`config.mk`:
```
export PLATFORM = sky130hd
export DESIGN_NAME = ordered_value_list_top_flat
export DESIGN_NICKNAME = d
export VERILOG_FILES = /design/src/rtl/ovl_pkg.sv /design/src/rtl/ovl_req_if.sv /design/src/rtl/ovl_rsp_if.sv /design/src/rtl/ovl_ctrl.sv /design/src/rtl/ovl_dpath.sv /design/src/rtl/ordered_value_list_top.sv /design/src/flat_wrapper.sv
export SDC_FILE = /design/constraint.sdc
export NUM_CORES = 1
export LEC_CHECK = 0
export BUFFER_PORTS_ARGS = -buffer_cell sky130_fd_sc_hd__buf_2
export CORE_ASPECT_RATIO = 0.5
export CORE_MARGIN = 5
export CORE_UTILIZATION = 45
export DETAILED_ROUTE_END_ITERATION = 16
export GPL_TIMING_DRIVEN = 1
export PLACE_DENSITY = 0.71
export SLEW_MARGIN = 20
export SYNTH_ARGS = -nofsm -noshare
export SYNTH_HDL_FRONTEND = slang
export SYNTH_SLANG_ARGS = --single-unit
```
`constraint.sdc`:
```
create_clock -name clk -period 4 [get_ports clk]
set_input_delay 0.4 -clock clk [delete_from_list [all_inputs] [get_ports clk]]
set_output_delay 0.4 -clock clk [all_outputs]
set_load 0.01 [all_outputs]
```
`src/rtl/ovl_pkg.sv`:
```
package ovl_pkg;

  // Largest number of entries the list can hold.
  localparam int CAPACITY = 16;

  // Derived sizes: an address into the entry store, and a count that can
  // also hold CAPACITY itself.
  localparam int ADDR_W = (CAPACITY > 2) ? $clog2(CAPACITY) : 1;
  localparam int CNT_W  = $clog2(CAPACITY + 1);

  // Fixed field widths of the two channels.
  localparam int OP_W     = 2;
  localparam int VALUE_W  = 32;
  localparam int STATUS_W = 2;
  localparam int POS_W    = 4;
  localparam int LEN_W    = 5;

  typedef enum logic [OP_W-1:0] {
    OP_APPEND = 2'd0,
    OP_SEARCH = 2'd1,
    OP_REMOVE = 2'd2
  } op_t;

  typedef enum logic [STATUS_W-1:0] {
    ST_OK        = 2'd0,
    ST_NOT_FOUND = 2'd1,
    ST_FULL      = 2'd2
  } status_t;

  typedef enum logic [2:0] {
    S_IDLE,
    S_DISPATCH,
    S_SCAN,
    S_SHIFT,
    S_FINISH
  } ovl_state_t;

  // Commands from the controller to the datapath.
  typedef struct packed {
    logic    load;
    logic    append_wr;
    logic    stream;
    logic    shift_wr;
    logic    take_hit;
    logic    count_dec;
    logic    res_set;
    status_t res_code;
    logic    out_load;
  } ovl_cmd_t;

  // Status from the datapath back to the controller.
  typedef struct packed {
    logic [OP_W-1:0] op;
    logic            full;
    logic            match;
    logic            stream_done;
    logic            out_free;
  } ovl_sts_t;

endpackage

```
`src/rtl/ovl_req_if.sv`:
```
interface ovl_req_if import ovl_pkg::*; ();
  logic                      valid;
  logic                      ready;
  logic [OP_W-1:0]           operation;
  logic signed [VALUE_W-1:0] value;

  modport source (output valid, output operation, output value, input ready);
  modport sink (input valid, input operation, input value, output ready);
endinterface

```
`src/rtl/ovl_rsp_if.sv`:
```
interface ovl_rsp_if import ovl_pkg::*; ();
  logic                valid;
  logic                ready;
  logic [STATUS_W-1:0] status;
  logic [POS_W-1:0]    position;
  logic [LEN_W-1:0]    length;

  modport source (output valid, output status, output position, output length, input ready);
  modport sink (input valid, input status, input position, input length, output ready);
endinterface

```
`src/rtl/ovl_ctrl.sv`:
```
module ovl_ctrl import ovl_pkg::*; (
  input  logic     clk,
  input  logic     rst,
  input  logic     req_valid,
  output logic     req_ready,
  input  ovl_sts_t sts,
  output ovl_cmd_t cmd
);

  ovl_state_t state;
  ovl_state_t state_next;

  always_ff @(posedge clk) begin
    if (rst) begin
      state <= S_IDLE;
    end else begin
      state <= state_next;
    end
  end

  always_comb begin
    state_next = state;
    case (state)
      S_IDLE: begin
        if (req_valid) begin
          state_next = S_DISPATCH;
        end
      end
      S_DISPATCH: begin
        case (sts.op)
          OP_SEARCH, OP_REMOVE: state_next = S_SCAN;
          default:              state_next = S_FINISH;
        endcase
      end
      S_SCAN: begin
        if (sts.match) begin
          state_next = (sts.op == OP_REMOVE) ? S_SHIFT : S_FINISH;
        end else if (sts.stream_done) begin
          state_next = S_FINISH;
        end
      end
      S_SHIFT: begin
        if (sts.stream_done) begin
          state_next = S_FINISH;
        end
      end
      S_FINISH: begin
        if (sts.out_free) begin
          state_next = S_IDLE;
        end
      end
      default: state_next = S_IDLE;
    endcase
  end

  always_comb begin
    req_ready     = 1'b0;
    cmd.load      = 1'b0;
    cmd.append_wr = 1'b0;
    cmd.stream    = 1'b0;
    cmd.shift_wr  = 1'b0;
    cmd.take_hit  = 1'b0;
    cmd.count_dec = 1'b0;
    cmd.res_set   = 1'b0;
    cmd.res_code  = ST_OK;
    cmd.out_load  = 1'b0;
    case (state)
      S_IDLE: begin
        req_ready = 1'b1;
        cmd.load  = req_valid;
      end
      S_DISPATCH: begin
        case (sts.op)
          OP_APPEND: begin
            cmd.res_set = 1'b1;
            if (sts.full) begin
              cmd.res_code = ST_FULL;
            end else begin
              cmd.append_wr = 1'b1;
              cmd.res_code  = ST_OK;
            end
          end
          OP_SEARCH, OP_REMOVE: begin
            cmd.res_set = 1'b0;
          end
          default: begin
            cmd.res_set  = 1'b1;
            cmd.res_code = ST_NOT_FOUND;
          end
        endcase
      end
      S_SCAN: begin
        cmd.stream = 1'b1;
        if (sts.match) begin
          cmd.take_hit = 1'b1;
          cmd.res_set  = (sts.op == OP_SEARCH);
          cmd.res_code = ST_OK;
        end else if (sts.stream_done) begin
          cmd.res_set  = 1'b1;
          cmd.res_code = ST_NOT_FOUND;
        end
      end
      S_SHIFT: begin
        cmd.stream   = 1'b1;
        cmd.shift_wr = 1'b1;
        if (sts.stream_done) begin
          cmd.count_dec = 1'b1;
          cmd.res_set   = 1'b1;
          cmd.res_code  = ST_OK;
        end
      end
      S_FINISH: begin
        cmd.out_load = sts.out_free;
      end
      default: begin
        req_ready = 1'b0;
      end
    endcase
  end

endmodule

```
`src/rtl/ovl_dpath.sv`:
```
module ovl_dpath import ovl_pkg::*; (
  input  logic                clk,
  input  logic                rst,
  input  ovl_cmd_t            cmd,
  output ovl_sts_t            sts,
  input  logic [OP_W-1:0]     req_operation,
  input  logic [VALUE_W-1:0]  req_value,
  output logic                rsp_valid,
  input  logic                rsp_ready,
  output logic [STATUS_W-1:0] rsp_status,
  output logic [POS_W-1:0]    rsp_position,
  output logic [LEN_W-1:0]    rsp_length
);

  logic [VALUE_W-1:0]  mem [CAPACITY];
  logic [VALUE_W-1:0]  rd_data;
  logic                rd_vld;
  logic [ADDR_W-1:0]   rd_idx;
  logic [CNT_W-1:0]    idx;
  logic [CNT_W-1:0]    count;
  logic [OP_W-1:0]     op;
  logic [VALUE_W-1:0]  val;
  logic [ADDR_W-1:0]   pos;
  status_t             res_status;
  logic                more;

  // More stored entries remain ahead of the read pointer.
  assign more = (idx < count);

  assign sts.op          = op;
  assign sts.full        = (count == CNT_W'(CAPACITY));
  assign sts.match       = rd_vld && (rd_data == val);
  assign sts.stream_done = !rd_vld && !more;
  assign sts.out_free    = !rsp_valid || rsp_ready;

  always_ff @(posedge clk) begin
    if (rst) begin
      count     <= '0;
      rd_vld    <= 1'b0;
      rsp_valid <= 1'b0;
    end else begin
      if (cmd.append_wr) begin
        count <= count + 1'b1;
      end else if (cmd.count_dec) begin
        count <= count - 1'b1;
      end
      if (cmd.load || cmd.take_hit) begin
        rd_vld <= 1'b0;
      end else if (cmd.stream) begin
        rd_vld <= more;
      end
      if (cmd.out_load) begin
        rsp_valid <= 1'b1;
      end else if (rsp_ready) begin
        rsp_valid <= 1'b0;
      end
    end
  end

  always_ff @(posedge clk) begin
    if (cmd.load) begin
      op  <= req_operation;
      val <= req_value;
      idx <= '0;
      pos <= '0;
    end
    if (cmd.stream) begin
      rd_idx <= idx[ADDR_W-1:0];
      if (more) begin
        idx <= idx + 1'b1;
      end
    end
    if (cmd.take_hit) begin
      idx <= CNT_W'(rd_idx) + 1'b1;
      pos <= rd_idx;
    end
    if (cmd.append_wr) begin
      pos <= count[ADDR_W-1:0];
    end
    if (cmd.res_set) begin
      res_status <= cmd.res_code;
    end
    if (cmd.out_load) begin
      rsp_status   <= res_status;
      rsp_position <= POS_W'(pos);
      rsp_length   <= LEN_W'(count);
    end
  end

  // Entry store: one write port (append or shift-down) and one registered read.
  always_ff @(posedge clk) begin
    if (cmd.append_wr) begin
      mem[count[ADDR_W-1:0]] <= val;
    end else if (cmd.shift_wr && rd_vld) begin
      mem[rd_idx - 1'b1] <= rd_data;
    end
    if (cmd.stream) begin
      rd_data <= mem[idx[ADDR_W-1:0]];
    end
  end

  a_count_bound: assert property (@(posedge clk) disable iff (rst)
    count <= CNT_W'(CAPACITY))
    else $error("entry count above capacity");

  a_append_grows: assert property (@(posedge clk) disable iff (rst)
    cmd.append_wr |=> count == $past(count) + 1'b1)
    else $error("append did not grow the list by one");

  a_shift_addr: assert property (@(posedge clk) disable iff (rst)
    (cmd.shift_wr && rd_vld) |-> rd_idx != '0)
    else $error("shift write would go below the head");

  a_out_slot: assert property (@(posedge clk) disable iff (rst)
    cmd.out_load |-> (!rsp_valid || rsp_ready))
    else $error("result loaded over an untaken result");

endmodule

```
`src/rtl/ordered_value_list_top.sv`:
```
// Ordered value list: keeps up to CAPACITY signed 32-bit values in insertion
// order. Each transaction on the req channel carries an operation (append,
// search, remove) and a value; each produces exactly one transaction on the
// rsp channel with a status, a position from the head and the list length
// after the operation. Both channels use a valid/ready handshake.
// The block works on one transaction at a time. After acceptance, append and
// unused operation codes pass through the dispatch and finish states before
// the request channel is ready again. Search and remove stream entries out
// of a single-port-read memory, one entry per cycle. A remove then moves
// every later entry one place toward the head through the same read port.
// The read port of the entry memory sets this rate. The result sits in an
// output register, so a new request is taken while an earlier result still
// waits; if the receiver stalls, the next result waits in the datapath
// while the controller holds in its finish state until the output register
// is free.
// Reset empties the list at once; there is no clearing pass, since entries
// are only read below the current length.
module ordered_value_list_top import ovl_pkg::*; (
  input logic       clk,
  input logic       rst,
  ovl_req_if.sink   req,
  ovl_rsp_if.source rsp
);

  ovl_cmd_t cmd;
  ovl_sts_t sts;

  // The controller sequences dispatch, the scan for a match, the shift that
  // closes the gap after a remove, and the hand-off to the output register.
  ovl_ctrl u_ctrl (
    .clk       (clk),
    .rst       (rst),
    .req_valid (req.valid),
    .req_ready (req.ready),
    .sts       (sts),
    .cmd       (cmd)
  );

  // The datapath holds the entry memory, the length, the read pointer and
  // the result register that drives the response channel.
  ovl_dpath u_dpath (
    .clk           (clk),
    .rst           (rst),
    .cmd           (cmd),
    .sts           (sts),
    .req_operation (req.operation),
    .req_value     (req.value),
    .rsp_valid     (rsp.valid),
    .rsp_ready     (rsp.ready),
    .rsp_status    (rsp.status),
    .rsp_position  (rsp.position),
    .rsp_length    (rsp.length)
  );

endmodule
```
`src/flat_wrapper.sv`:
```
// flat-port wrapper written by rule: the top's interface ports become plain ports
module ordered_value_list_top_flat import ovl_pkg::*;
  (clk, rst, req_valid, req_operation, req_value, req_ready, rsp_valid, rsp_status, rsp_position, rsp_length, rsp_ready);
  ovl_req_if req_i ();
  ovl_rsp_if rsp_i ();
  input logic clk;
  input logic rst;
  input wire logic [$bits(req_i.valid)-1:0] req_valid;
  input wire logic [$bits(req_i.operation)-1:0] req_operation;
  input wire logic [$bits(req_i.value)-1:0] req_value;
  output wire logic [$bits(req_i.ready)-1:0] req_ready;
  output wire logic [$bits(rsp_i.valid)-1:0] rsp_valid;
  output wire logic [$bits(rsp_i.status)-1:0] rsp_status;
  output wire logic [$bits(rsp_i.position)-1:0] rsp_position;
  output wire logic [$bits(rsp_i.length)-1:0] rsp_length;
  input wire logic [$bits(rsp_i.ready)-1:0] rsp_ready;
  assign req_i.valid = req_valid;
  assign req_i.operation = req_operation;
  assign req_i.value = req_value;
  assign req_ready = req_i.ready;
  assign rsp_valid = rsp_i.valid;
  assign rsp_status = rsp_i.status;
  assign rsp_position = rsp_i.position;
  assign rsp_length = rsp_i.length;
  assign rsp_i.ready = rsp_ready;
  ordered_value_list_top u_core (.clk(clk), .rst(rst), .req(req_i), .rsp(rsp_i));
endmodule
```
==> flow_summary_export.csv, run 1 <==
group,metric,value,unit
routing,dr_wl_met2,23.11,mm
floorplanning,die-area,0.05851,mm²
timing,setup_viol,0,
global_routing,track_usage,18.45,%
yosys,yosysTopAreaCellShare,74.71,%
timing,hold_violations,0,
cells_and_area,syn_to_final_growth,13.57,%
global_routing,grt-ovfl-total,0,
cts,cts_buffers,52,
yosys,synth-edff-count,599,
floorplanning,die_w,337.1,µm
routing,wl,53.68,mm
yosys,synth.area.top_cells,"edfxtp_1 (75%), mux4_2 (15%), nand2_1 (1.7%)",
yosys,ys_seq_area_share,75.95,%
timing,drv_slew,0,
setup_path,critPathTopFamily,"simple AND/OR/NAND/NOR gates",
global_routing,grt_antenna_before_repair,2,
yosys,yosys_warnings,0,
floorplanning,start_util,45.87,%
setup_path,timing.rr.start,"u_core.u_ctrl.state[1]",
place,place_inst,1878,
cells_and_area,layout.nets,1314,
worst_hold_path,hp-class,"primary input to flip-flop",
yosys,syn_area,0.02408,mm²
cts,cts-root-buf,"clkbuf_16",
setup_path,reg2reg_depth,5,
cts,cts_tree,"done",
setup_path,slowest_stage,"nor2_4",
timing,tightest_slew,1.059,ns
cts,ctsLongestPathBuffers,3,
floorplanning,rows,59,
routing,vias,11828,
yosys,synth.largest_area_cell,"edfxtp_1",
job,max_cap_violations,0,
floorplanning,core_region_area,0.05249,mm²
setup_path,rr_endpoint,"u_core.u_dpath.mem[12][14]",
routing,wl_met1,22.12,mm
setup_path,cp_data_required_time,4.27,ns
routing,wl_met3,7.301,mm
setup_path,crit_arrival,3.43,ns
floorplanning,num_io_pins,51,
cts,htree_levels,2,
worst_hold_path,hold_end,"u_core.u_dpath.val[27]",
yosys,syn_inst,1150,
yosys,synthArstFlopShare,0,%
routing,viasPerCell,5.896,
global_routing,grt_pass1_wl,79.33,mm
setup_path,worstSetupPathType,"flip-flop to flip-flop",
global_routing,grt_pass1_vias,11753,
power,p_per_area,542.7,mW/mm²
routing,wl_per_cell,26.76,µm
setup_path,reg2reg_slack,0.84,ns
yosys,synth_common_cells,"edfxtp_1 (599), mux4_2 (160), nand2_1 (110)",
place,io_buffers,50,
timing,fin_setup_tns,0,ns
place,hpwl,33.53,mm
yosys,synth_cell_types,50,
setup_path,cpPeakStageDelay,0.73,ns
cts,clk_pin_slew_worst_paths,0.07,ns
global_routing,grt_max_degree,119,
timing,fmax,316.6,MHz
yosys,synth.most_common_cell,"edfxtp_1",
timing,period_share,78.96,%
yosys,synthFlopType,"edfxtp_1",
cells_and_area,stdcell_count,2006,
worst_hold_path,hold_depth,1,
timing,min_period,3.159,ns
setup_path,path_buf_inv,1,
timing,clock_skew,0.02946,ns
timing,rsz0062_at_grt,"false",
yosys,synth_nets,1203,
power,p_leak,0.008522,µW
status,status,"completed",
routing,drt_iter0_markers,1609,
setup_path,cp_max_fo,17,
setup_path,end_kind,"flip-flop",
routing,highest_layer,"met5",
timing,slew-limit-headroom,29.25,%
power,max-vdd-ir-drop,0.3211,mV
cts,clock_sinks,614,
cts,clkLatencyLatePin,0.59,ns
worst_hold_path,hp-start,"req_value[27]",
place,place.gp.congestion,0.8211,
routing,drc,0,
cells_and_area,drive_above_1_share,26.63,%
routing,drt_pass1_iterations,5,
floorplanning,die_y,173.6,µm
setup_path,cp_cell_sequence,"nand4b_1 > a21oi_1 > nand2_1 > nor2_4 > buf_4",
yosys,syn_area_per_cell,20.94,µm²
cts,post_cts_buffers,0,
yosys,synth_seq_cells,614,
setup_path,setup.worst_path.start_class,"flip-flop",
routing,final_antenna_net_count,0,
-- metal layers --
metal,up-vias,GRT usage (%)
met1,6168,28.49
met2,665,25.46
met5,-,1.064
met3,68,6.234
li1,4925,-
met4,2,4.121
-- through the flow --
| step | util [%] | setup slack (ns) | hold slack, ns | total power, µW | cell area (µm²) |
|---|---|---|---|---|---|
| global placement | 48.23 | 1.073 | 0.4138 | 9790 | 25310 |
| finish | 52.10 | 0.8415 | 0.01951 | 14840 | 27350 |
| CTS | 51.98 | 0.9230 | 0.0001479 | 14880 | 27280 |
| floorplan | - | 0.8501 | 0.4003 | 9128 | 24080 |
| detailed placement | 48.23 | 0.9286 | 0.4126 | 9860 | 25310 |
| global route | 52.09 | 0.6290 | 0.0004882 | 15360 | 27340 |
-- cells in the final DEF (no fill, tap or decap), types with 13 or more instances in the layout --
master and count:
edfxtp_1 599, mux4_2 160, inv_1 17, clkbuf_16 52, nor2_4 17, xnor2_1 30
nor2_1 18, ha_1 14, buf_2 50, dlygate4sd3_1 29, nand2_1 110, clkbuf_1 13
buf_4 26
-- final cells by class --
type / instances / area, µm²
clock inverter: 30 / 334.1
timing repair buffer: 109 / 815.8
clock buffer: 66 / 1364
antenna: 2 / 5.005
fill: 3931 / 25140
tap: 701 / 877.1
inverter: 22 / 82.58
sequential: 614 / 18300
multi-input combinational: 462 / 5569
-- report_power, final --
part           total [µW]  internal [µW]  switching, µW
sequential           7860           7670            194
combinational        1900            671           1230
clock                5070           2820           2250
total               14800          11200           3680
-- how the worst max path moves through the flow --
stage,depth (start not counted),startpoint,to,slack [ns]
floorplan,6,u_core.u_ctrl.state[1],u_core.u_dpath.mem[12][0],0.85
global placement,9,u_core.u_dpath.op[0],u_core.u_dpath.mem[9][23],1.07
detailed placement,5,u_core.u_ctrl.state[1],u_core.u_dpath.mem[12][23],0.93
CTS,5,u_core.u_ctrl.state[1],u_core.u_dpath.mem[12][29],0.92
global route,5,u_core.u_ctrl.state[1],u_core.u_dpath.mem[12][14],0.63
finish,5,u_core.u_ctrl.state[1],u_core.u_dpath.mem[12][14],0.84
-- cells by family after synthesis --
group	synth area share, %
AO/OA/AOI/OAI	1.320
XOR/XNOR	1.164
adder cells (fa/ha/maj)	0.8107
buffers and inverters	1.528
flip-flops	75.95
multiplexers	15.64
AND/OR/NAND/NOR	3.581
-- registers in the layout, indices dropped and copies added, names as in the netlist, 2 cells and up --
name	flops
u_core.u_dpath.pos	4
u_core.u_dpath.idx	5
u_core.u_dpath.rsp_length	5
u_core.u_dpath.rd_data	32
u_core.u_ctrl.state	3
u_core.u_dpath.op	2
u_core.u_dpath.count	5
u_core.u_dpath.rsp_status	2
u_core.u_dpath.rd_idx	4
u_core.u_dpath.val	32
u_core.u_dpath.mem	512
u_core.u_dpath.rsp_position	4
u_core.u_dpath.res_status	2
-- repair_timing --
| action | 4_1_cts | 5_1_grt |
|---|---|---|
| gates resized for setup | 0 | 0 |
| hold buffers | 27 | 2 |
| endpoints found under the hold margin | 27 | 2 |
Power figures use the tool's default switching activity.
==> run 2, diff against run 1 <==
Clock period 4 ns to 3.1 ns, I/O delays scaled along.
==> flow_summary_export.csv, run 2 (synthesized netlist as in run 1, its figures left out) <==
group,metric,value,unit
setup_path,end_kind,"flip-flop",
setup_path,path_buf_inv,1,
routing,drc,0,
routing,drt_iter0_markers,1375,
cts,clkLatencyLatePin,0.60,ns
routing,drt_pass1_iterations,5,
power,p_per_area,682.4,mW/mm²
job,max_cap_violations,0,
floorplanning,num_io_pins,51,
cts,ctsLongestPathBuffers,3,
cells_and_area,reg_top3,"u_core.u_dpath.mem x512, u_core.u_dpath.rd_data x32, u_core.u_dpath.val x32",
cts,cts_buffers,52,
floorplanning,die-area,0.05851,mm²
cells_and_area,fill_cells,3895,
cells_and_area,syn_to_final_growth,14.77,%
setup_path,cp_max_fo,9,
routing,wl_per_cell,25.96,µm
timing,min_period,2.708,ns
timing,drv_slew,0,
routing,viasPerCell,5.831,
cells_and_area,layout_commonest_cell,"edfxtp_1",
floorplanning,rows,59,
power,p_leak,0.008626,µW
cells_and_area,diodes,0,
timing,hold_ws,0.09359,ns
cells_and_area,layout.nets,1331,
cts,ctsResizeCount,0,
routing,vias,11772,
global_routing,grt_max_degree,133,
cts,cts-root-buf,"clkbuf_16",
setup_path,cp_data_required_time,3.56,ns
setup_path,cp_cell_sequence,"nor4_1 > nand2_1 > nand2_2 > inv_2 > fa_1 > nor2b_1 > o21a_1 > nor3_1 > a31oi_1 > mux2_1",
timing,clock_skew,0.04100,ns
worst_hold_path,hp-class,"primary input to flip-flop",
cells_and_area,final_cell_mix,"edfxtp_1 (599), mux4_2 (160), nand2_1 (110), clkbuf_16 (53), buf_2 (50)",
global_routing,grt_antenna_before_repair,0,
floorplanning,core_region_area,0.05249,mm²
global_routing,grt_pass1_wl,78.47,mm
power,max-vdd-ir-drop,0.3908,mV
floorplanning,die_y,173.6,µm
setup_path,crit_arrival,3.17,ns
cts,clock_sinks,614,
place,post_dp_cell_area,0.02562,mm²
global_routing,track_usage,18.06,%
cells_and_area,stdcell_count,2019,
timing,hold_violations,0,
cts,cts_tree,"done",
place,place.gp.congestion,0.8070,
cells_and_area,top_register,"u_core.u_dpath.mem",
global_routing,grt-ovfl-total,0,
routing,wl,52.41,mm
status,status,"completed",
cts,htree_levels,2,
floorplanning,start_util,45.87,%
timing,tightest_slew,1.073,ns
place,place_inst,1891,
timing,fmax,369.3,MHz
cts,clk_pin_slew_worst_paths,0.07,ns
setup_path,cpPeakStageDelay,0.43,ns
timing,setup_viol,0,
setup_path,critPathTopFamily,"simple AND/OR/NAND/NOR gates",
setup_path,worstSetupPathType,"flip-flop to flip-flop",
global_routing,grt_pass1_vias,12063,
cells_and_area,stdcell_area,0.02763,mm²
setup_path,slowest_stage,"nor4_1",
place,io_buffers,50,
timing,rsz0062_at_grt,"false",
timing,slew-limit-headroom,28.15,%
setup_path,setup.worst_path.start_class,"flip-flop",
place,hpwl,28.47,mm
routing,final_antenna_net_count,0,
cells_and_area,largest_reg_flops,512,
floorplanning,die_w,337.1,µm
timing,period_share,87.34,%
cells_and_area,drive_above_1_share,27.09,%
## run 2: cell types whose count changed in the layout (fill, tap and decap cells not counted), sizes merged
cell	before	now
buf	80	92
dlygate4sd3	29	34
bufinv	6	3
clkinvlp	0	2
diode	2	0
clkbuf	66	65
## run 2: worst reg2reg max path: cells and delay by family, from the launching register on
family | cells | cell delay (ns)
buffers and inverters | 1 | 0.10
muxes | 1 | 0.34
adders and majority gates | 1 | 0.40
and+or+nand+nor | 5 | 1.00
AOI/OAI and AO/OA | 2 | 0.36
DFF | 1 | 0.41
## run 2: area by class of cell
cell class | count | area [µm²] | area share, %
well taps | 701 | 877.1 | 3.174
clock buffers | 65 | 1401 | 5.071
flip-flops and latches | 614 | 18300 | 66.22
multi-input cells | 462 | 5549 | 20.08
repair buffers | 126 | 1156 | 4.184
inverters | 22 | 82.58 | 0.2988
clock inverters | 29 | 269.0 | 0.9735
## run 2: layer usage
layer | global-route usage [%] | vias to the layer above | part of all wire [%]
met2 | 28.68 | 530 | 48
met1 | 25.88 | 6201 | 42
li1 | - | 4959 | -
met4 | 4.103 | 0 | 2.0
met3 | 4.167 | 82 | 8.5
met5 | 0 | - | 0
## run 2: through the flow
stage / setup WS (ns) / TNS, ns / total power [µW] / util (%)
finish: 0.3923 / 0 / 18860 / 52.65
global route: 0.2228 / 0 / 19570 / 52.65
CTS: 0.4370 / 0 / 18980 / 52.65
detailed placement: 0.4512 / 0 / 12630 / 48.82
global placement: 0.5893 / 0 / 12510 / 48.82
floorplan: -0.04995 / -17.73 / 11780 / -
## run 2: repair_timing
action	CTS	global route
hold buffers	34	0
endpoints found under the setup margin	0	0
setup buffers	0	0
hold endpoints to repair	34	0
## run 2: power by group
| part | switching [µW] | total (µW) | internal [µW] | leakage [µW] |
|---|---|---|---|---|
| logic | 1380 | 2300 | 926 | 0.00228 |
| clock network | 2910 | 6390 | 3480 | 0.000812 |
| registers | 277 | 10200 | 9890 | 0.00554 |
## run 2: path summary, 6_finish.rpt
check	startpoint	endpoint	slack (ns)	cells past startpoint
hold reg to reg	u_core.u_dpath.pos[3]	u_core.u_dpath.rsp_position[3]	0.42	0
setup reg to reg	u_core.u_dpath.count[0]	u_core.u_dpath.count[4]	0.39	10
setup / recovery	u_core.u_dpath.count[0]	u_core.u_dpath.count[4]	0.39	10
hold / removal	req_valid	u_core.u_ctrl.state[0]	0.09	3
